[config.mk]
export PLATFORM = sky130hd
export DESIGN_NAME = modbus_response_checker_top
export DESIGN_NICKNAME = d
export VERILOG_FILES = /design/src/hdl/mrc_pkg.sv /design/src/hdl/mrc_classify.sv /design/src/hdl/modbus_response_checker_top.sv
export SDC_FILE = /design/constraint.sdc
export NUM_CORES = 1
export LEC_CHECK = 0
export BUFFER_PORTS_ARGS = -buffer_cell sky130_fd_sc_hd__buf_4
export CORE_ASPECT_RATIO = 0.6
export CORE_MARGIN = 1.5
export CORE_UTILIZATION = 55
export CTS_BUF_LIST = sky130_fd_sc_hd__clkbuf_4 sky130_fd_sc_hd__clkbuf_8
export DETAILED_ROUTE_END_ITERATION = 8
export PLACE_DENSITY = 0.78
export RECOVER_POWER = 100
export SLEW_MARGIN = 15
export SYNTH_ARGS = -nofsm -noshare
export SYNTH_HDL_FRONTEND = slang
export SYNTH_SLANG_ARGS = --single-unit
[constraint.sdc]
create_clock -name i_clk -period 3.02 [get_ports i_clk]
set_input_delay 0.151 -clock i_clk [delete_from_list [all_inputs] [get_ports i_clk]]
set_output_delay 0.151 -clock i_clk [all_outputs]
set_load 0.01 [all_outputs]
[src/hdl/mrc_pkg.sv]
// ----------------------------------------------------------------------------
// Modbus response checker package
// Constants, result codes, shared types and the byte-wide CRC-16 update.
// ----------------------------------------------------------------------------
package mrc_pkg;

    localparam int MAX_FRAME = 256;
    // Byte count saturates at MAX_FRAME + 1, so it needs room for that value.
    localparam int LEN_W     = $clog2(MAX_FRAME + 2);

    localparam logic [15:0] CRC_INIT = 16'hFFFF;
    localparam logic [15:0] CRC_POLY = 16'hA001;

    // Result status codes.
    localparam logic [2:0] ST_READ  = 3'd0;
    localparam logic [2:0] ST_WRITE = 3'd1;
    localparam logic [2:0] ST_EXC   = 3'd2;
    localparam logic [2:0] ST_CRC   = 3'd3;
    localparam logic [2:0] ST_BAD   = 3'd4;
    localparam logic [2:0] ST_SHORT = 3'd5;

    // Function codes.
    localparam logic [7:0] FC_READ      = 8'h03;
    localparam logic [7:0] FC_WRITE     = 8'h06;
    localparam logic [7:0] FC_READ_EXC  = 8'h83;
    localparam logic [7:0] FC_WRITE_EXC = 8'h86;
    localparam logic [7:0] READ_COUNT   = 8'h02;

    // Byte positions within the frame.
    localparam logic [LEN_W-1:0] POS_FUNC  = LEN_W'(1);
    localparam logic [LEN_W-1:0] POS_TWO   = LEN_W'(2);
    localparam logic [LEN_W-1:0] POS_THREE = LEN_W'(3);
    localparam logic [LEN_W-1:0] POS_FOUR  = LEN_W'(4);
    localparam logic [LEN_W-1:0] POS_FIVE  = LEN_W'(5);

    // Minimum frame lengths.
    localparam logic [LEN_W-1:0] LEN_MIN   = LEN_W'(4);
    localparam logic [LEN_W-1:0] LEN_EXC   = LEN_W'(5);
    localparam logic [LEN_W-1:0] LEN_READ  = LEN_W'(7);
    localparam logic [LEN_W-1:0] LEN_WRITE = LEN_W'(8);
    localparam logic [LEN_W-1:0] LEN_MAX   = LEN_W'(MAX_FRAME);

    typedef struct packed {
        logic [LEN_W-1:0] len;
        logic             crc_ok;
        logic [7:0]       func;
        logic [7:0]       b2;
        logic [7:0]       b3;
        logic [7:0]       b4;
        logic [7:0]       b5;
    } t_frame_info;

    typedef struct packed {
        logic [2:0]  status;
        logic [7:0]  func_code;
        logic [7:0]  exc_code;
        logic [15:0] reg_value;
    } t_result;

    function automatic logic [15:0] crc_feed(input logic [15:0] crc_in,
                                             input logic [7:0]  data);
        logic [15:0] crc;
        crc = crc_in ^ {8'h00, data};
        for (int k = 0; k < 8; k++) begin
            if (crc[0]) begin
                crc = (crc >> 1) ^ CRC_POLY;
            end else begin
                crc = crc >> 1;
            end
        end
        return crc;
    endfunction

endpackage

[src/hdl/mrc_classify.sv]
// ----------------------------------------------------------------------------
// Modbus response classifier
// Turns the length, CRC residue check and captured bytes of a finished
// frame into one result.
// ----------------------------------------------------------------------------
module mrc_classify (
    input  mrc_pkg::t_frame_info i_info,
    output mrc_pkg::t_result     o_result
);

    always_comb begin
        o_result           = '0;
        o_result.func_code = i_info.func;
        if (i_info.len < mrc_pkg::LEN_MIN) begin
            o_result.status = mrc_pkg::ST_SHORT;
        end else if (i_info.len > mrc_pkg::LEN_MAX) begin
            o_result.status = mrc_pkg::ST_BAD;
        end else if (!i_info.crc_ok) begin
            o_result.status = mrc_pkg::ST_CRC;
        end else if (i_info.func == mrc_pkg::FC_READ) begin
            if (i_info.b2 != mrc_pkg::READ_COUNT) begin
                o_result.status = mrc_pkg::ST_BAD;
            end else if (i_info.len < mrc_pkg::LEN_READ) begin
                o_result.status = mrc_pkg::ST_SHORT;
            end else begin
                o_result.status    = mrc_pkg::ST_READ;
                o_result.reg_value = {i_info.b3, i_info.b4};
            end
        end else if (i_info.func == mrc_pkg::FC_WRITE) begin
            if (i_info.len < mrc_pkg::LEN_WRITE) begin
                o_result.status = mrc_pkg::ST_SHORT;
            end else begin
                o_result.status    = mrc_pkg::ST_WRITE;
                o_result.reg_value = {i_info.b4, i_info.b5};
            end
        end else if (i_info.func inside {mrc_pkg::FC_READ_EXC, mrc_pkg::FC_WRITE_EXC}) begin
            if (i_info.len < mrc_pkg::LEN_EXC) begin
                o_result.status = mrc_pkg::ST_SHORT;
            end else begin
                o_result.status   = mrc_pkg::ST_EXC;
                o_result.exc_code = i_info.b2;
            end
        end else begin
            o_result.status = mrc_pkg::ST_BAD;
        end
    end

endmodule

[src/hdl/modbus_response_checker_top.sv]
// A result appears once the last byte of a frame has passed the input register
// and then been registered in the result register.
// Throughput: one byte per cycle while no result is stalled, set by the byte-wide CRC
// update between the input register and the frame state; a stalled result holds one byte.
// Reset: synchronous, active low; clears both valid flags and returns the
// CRC to 0xFFFF and the byte count and captured bytes to zero.
// ----------------------------------------------------------------------------
// Modbus RTU response checker
// Runs CRC-16 over a received response frame, captures the header bytes and
// classifies the frame when its last byte arrives.
// ----------------------------------------------------------------------------
module modbus_response_checker_top (
    input  logic        i_clk,
    input  logic        i_rst_n,
    input  logic        i_in_valid,
    output logic        o_in_ready,
    input  logic [7:0]  i_rx_byte,
    input  logic        i_frame_end,
    output logic        o_out_valid,
    input  logic        i_out_ready,
    output logic [2:0]  o_status,
    output logic [7:0]  o_func_code,
    output logic [7:0]  o_exc_code,
    output logic [15:0] o_reg_value
);

    logic                      r_in_valid;
    logic [7:0]                r_in_byte;
    logic                      r_in_end;

    logic [15:0]               r_crc,   n_crc;
    logic [mrc_pkg::LEN_W-1:0] r_index, n_index;
    logic [7:0]                r_func,  n_func;
    logic [7:0]                r_b2,    n_b2;
    logic [7:0]                r_b3,    n_b3;
    logic [7:0]                r_b4,    n_b4;
    logic [7:0]                r_b5,    n_b5;

    logic                      r_out_valid;
    mrc_pkg::t_result          r_result;

    logic                      w_fire;
    mrc_pkg::t_frame_info      w_info;
    mrc_pkg::t_result          w_result;

    // The held byte moves on whenever the result register can take a result.
    assign w_fire     = r_in_valid && (!r_out_valid || i_out_ready);
    assign o_in_ready = !r_in_valid || w_fire;

    always_comb begin
        n_crc  = mrc_pkg::crc_feed(r_crc, r_in_byte);
        n_func = (r_index == mrc_pkg::POS_FUNC)  ? r_in_byte : r_func;
        n_b2   = (r_index == mrc_pkg::POS_TWO)   ? r_in_byte : r_b2;
        n_b3   = (r_index == mrc_pkg::POS_THREE) ? r_in_byte : r_b3;
        n_b4   = (r_index == mrc_pkg::POS_FOUR)  ? r_in_byte : r_b4;
        n_b5   = (r_index == mrc_pkg::POS_FIVE)  ? r_in_byte : r_b5;
        // The count stops one past the longest legal frame.
        n_index = (r_index <= mrc_pkg::LEN_MAX) ? r_index + 1'b1 : r_index;
    end

    assign w_info = '{len:    n_index,
                      crc_ok: (n_crc == 16'h0000),
                      func:   n_func,
                      b2:     n_b2,
                      b3:     n_b3,
                      b4:     n_b4,
                      b5:     n_b5};

    mrc_classify u_classify (
        .i_info   (w_info),
        .o_result (w_result)
    );

    always_ff @(posedge i_clk) begin
        if (!i_rst_n) begin
            r_in_valid <= 1'b0;
        end else if (o_in_ready) begin
            r_in_valid <= i_in_valid;
        end
        if (i_in_valid && o_in_ready) begin
            r_in_byte <= i_rx_byte;
            r_in_end  <= i_frame_end;
        end
    end

    always_ff @(posedge i_clk) begin
        if (!i_rst_n || (w_fire && r_in_end)) begin
            r_crc   <= mrc_pkg::CRC_INIT;
            r_index <= '0;
            r_func  <= '0;
            r_b2    <= '0;
            r_b3    <= '0;
            r_b4    <= '0;
            r_b5    <= '0;
        end else if (w_fire) begin
            r_crc   <= n_crc;
            r_index <= n_index;
            r_func  <= n_func;
            r_b2    <= n_b2;
            r_b3    <= n_b3;
            r_b4    <= n_b4;
            r_b5    <= n_b5;
        end
    end

    always_ff @(posedge i_clk) begin
        if (!i_rst_n) begin
            r_out_valid <= 1'b0;
        end else if (w_fire && r_in_end) begin
            r_out_valid <= 1'b1;
        end else if (i_out_ready) begin
            r_out_valid <= 1'b0;
        end
        if (w_fire && r_in_end) begin
            r_result <= w_result;
        end
    end

    assign o_out_valid = r_out_valid;
    assign o_status    = r_result.status;
    assign o_func_code = r_result.func_code;
    assign o_exc_code  = r_result.exc_code;
    assign o_reg_value = r_result.reg_value;

endmodule

==> metrics.csv <==
metric;value;unit
Switching Power;791;uW
cell mode on critical path;xnor2_2;
Rows;27;
Mean Syn Cell Area;10.0;um^2
initial antenna violation count;0;
CTS sink count;111;
Reg2Reg Setup Slack;-140;ps
pwr/cell area;493;mW/mm^2
hold slack;29.9;ps
Hold Path Class;in2reg;
worst relative slew slack;27.8;%
Num CTS Buffers;9;
fmax;317;MHz
critical path endpoint category;register;
routability cong.;0.932;
LEAKAGE;2.41;nW
H-tree levels;3;
setup tns final;-1540;ps
most common flop cell mapped by yosys;dfxtp_1;
Gate power share;16.1;%
first-pass GRT wire length;21100;um
Critical Path Source Type;register;
Pint;2.27;mW
CP Class;reg2reg;
Worst-Skew Late Latency;390;ps
Synth cell types;52;
most frequent cells in the layout;nor2_1, dfxtp_1, nand2_1;
drt initial violations;391;
final hold vios;0;
Syn Inst Count;531;
Total GRT Usage;27.0;%
Arrival @ worst endpoint;3390;ps
vias in the first global route;4162;
critical path's slowest cell;edfxtp_1;
register area share after synthesis;49.9;%
RR Startpoint;r_in_byte[5];
core footprint;0.00929;mm^2
Initial Util;57.4;%
Net Sw Frac;25.8;%
Worst R2R Path Depth;13;
Final WS setup;-136;ps
RSZ-0062 raised after global routing;yes;
Hold EP;r_in_valid;
area grow syn2layout;16.4;%
Vert. Die Dim;79.3;um
CTS clk-pin slew, worst paths;110;ps
post-synthesis register bit count;111;
# Max-Cap Violations;0;
drt pass-1 iters;5;
crit path cell chain;xnor2_2 -> xnor2_2 -> xnor2_2 -> xnor2_1 -> ha_1 -> xnor2_2 -> nand4b_1 -> a211o_1 -> nor4b_4 -> buf_4 -> nand2_2 -> buf_12 -> nor3_2;
Yosys warning count;0;
commonest non-fill, non-tap cell in the layout;nor2_1;
cell family with most CP delay;XOR/XNOR gates;
failing checks;negative setup slack;
Pins Over Slew Limit;0;
Detail Route Antenna Nets;0;
Flop pwr share;53.3;%
grt total ovfl;0;
drt drc;0;
Worst Hold Path Cells;2;
Tcrit/Tclk final;104;%
Clk pwr share;30.6;%
outcome;finished, violations left;
DP HPWL;8790;um
Worst-Margin Slew;1080;ps
n_diodes;0;
placed inst area;0.00597;mm^2
crit-path max FO;24;
Avg WL per Cell;17.6;um
hold wc startpoint;i_rst_n;
Synth Cell Area;0.00534;mm^2
largest net degree at the start of global routing;50;
fraction of registers with async set/reset;0;%
CP peak stage delay;450;ps
Worst Path Required;3250;ps
Setup Viol. Count Final;27;
CTS root buf;clkbuf_8;
Worst Clk Skew;18.4;ps
Max clock buf depth;2;
Critical path buffers and inverters;2;
ratio of cells with drive above 1 in the final layout;14.6;%
Setup WS pre-CTS;-237;ps
Die Width;130;um
syn nets;549;
IO buf count;49;
CTS tree;yes;
Die Area;0.0103;mm^2
reg2reg end;o_exc_code[5];
Vias;4267;
Final Net Count;617;
EDFF count, synth;44;
fin crit period;3160;ps
I/O pin count;50;
final WL;12900;um
design area;0.00621;mm^2
Via-to-Cell Ratio;5.81;
VDD IR max;0.269;mV
-- worst reg2reg max path: stages (launching register included) --
cell and delay, ps:
edfxtp_1 450, xnor2_2 190, xnor2_2 250, xnor2_2 100, xnor2_1 220, ha_1 310
xnor2_2 190, nand4b_1 130, a211o_1 280, nor4b_4 310, buf_4 170, nand2_2 60
buf_12 170, nor3_2 190
-- routing by layer --
layer  track usage (%)  wire length, um
met4              7.78              193
met2              43.1             5880
met5                 0                0
met3              6.60             1050
met1              36.5             5790
-- worst max path at each step --
stage / from / endpoint / slack [ps] / cells after the start
detailed placement: r_in_byte[2] / o_status[0] / -240 / 12
CTS: r_in_byte[3] / o_status[0] / -50 / 12
floorplan: r_in_byte[4] / o_status[0] / 20 / 13
global placement: r_in_byte[5] / o_status[0] / -7 / 12
global route: r_in_byte[5] / o_exc_code[5] / -270 / 13
finish: r_in_byte[5] / o_exc_code[5] / -140 / 13
-- power by group through the flow --
| stage | clock network, mW | logic [mW] | registers (mW) |
|---|---|---|---|
| after floorplan | 0 | 0.261 | 1.66 |
| after global placement | 0 | 0.425 | 1.66 |
| after detailed placement | 0 | 0.433 | 1.67 |
| after CTS | 0.952 | 0.470 | 1.63 |
| after global routing | 1.00 | 0.531 | 1.64 |
| final | 0.937 | 0.492 | 1.63 |
-- area by class of cell --
| cell class | instances | area [um^2] |
|---|---|---|
| multi-input cells | 376 | 2560 |
| flip-flops and latches | 111 | 2660 |
| inverters | 7 | 26.3 |
| clock buffers | 12 | 153 |
| clock inverters | 4 | 53.8 |
| fillers | 741 | 3080 |
| repair buffers | 94 | 596 |
| well taps | 130 | 163 |
-- through the flow --
step                      instances  util [%]  total power, mW
after floorplan                 531         -             1.92
after global placement          703      64.2             2.09
after detailed placement        703      64.2             2.10
after CTS                       731      68.3             3.06
after global routing            734      66.9             3.17
final                           734      66.9             3.06
-- logic make-up (layout without fill, tap and decap cells) --
kind of cell	after synthesis	in the layout	synth area share [%]
AOI/OAI and AO/OA	79	79	9.78
xor gates and xnor gates	31	31	5.23
adders and majority gates	5	5	1.17
buffers and inverters	44	117	3.64
DFF	111	111	49.9
muxes	60	60	11.5
and+or+nand+nor	201	201	18.8
-- repair_timing --
item | in CTS | in global routing
pin swaps | 8 | 9
hold buffers | 10 | 0
buffers inserted | 2 | 3
setup endpoints to repair | 25 | 27
gates resized for setup | 8 | 7
endpoints found under the hold margin | 10 | 0
-- Yosys cell counts (5+ instances only) --
cell type / n / area, um^2
nor3_1: 14 / 70.1
buf_2: 8 / 40.0
nand4_1: 9 / 56.3
nor3_2: 5 / 50.1
nand2_1: 53 / 199
nand3_1: 15 / 75.1
mux2_2: 9 / 101
nor2_1: 70 / 263
inv_1: 7 / 26.3
o22a_1: 16 / 140
mux2i_1: 51 / 510
o21ai_0: 19 / 95.1
ha_1: 5 / 62.6
a21oi_1: 21 / 105
xor2_1: 7 / 61.3
edfxtp_1: 44 / 1320
clkbuf_1: 24 / 90.1
xnor2_1: 23 / 201
dfxtp_1: 67 / 1340
o211ai_1: 11 / 82.6
Power figures use the tool's default switching activity.
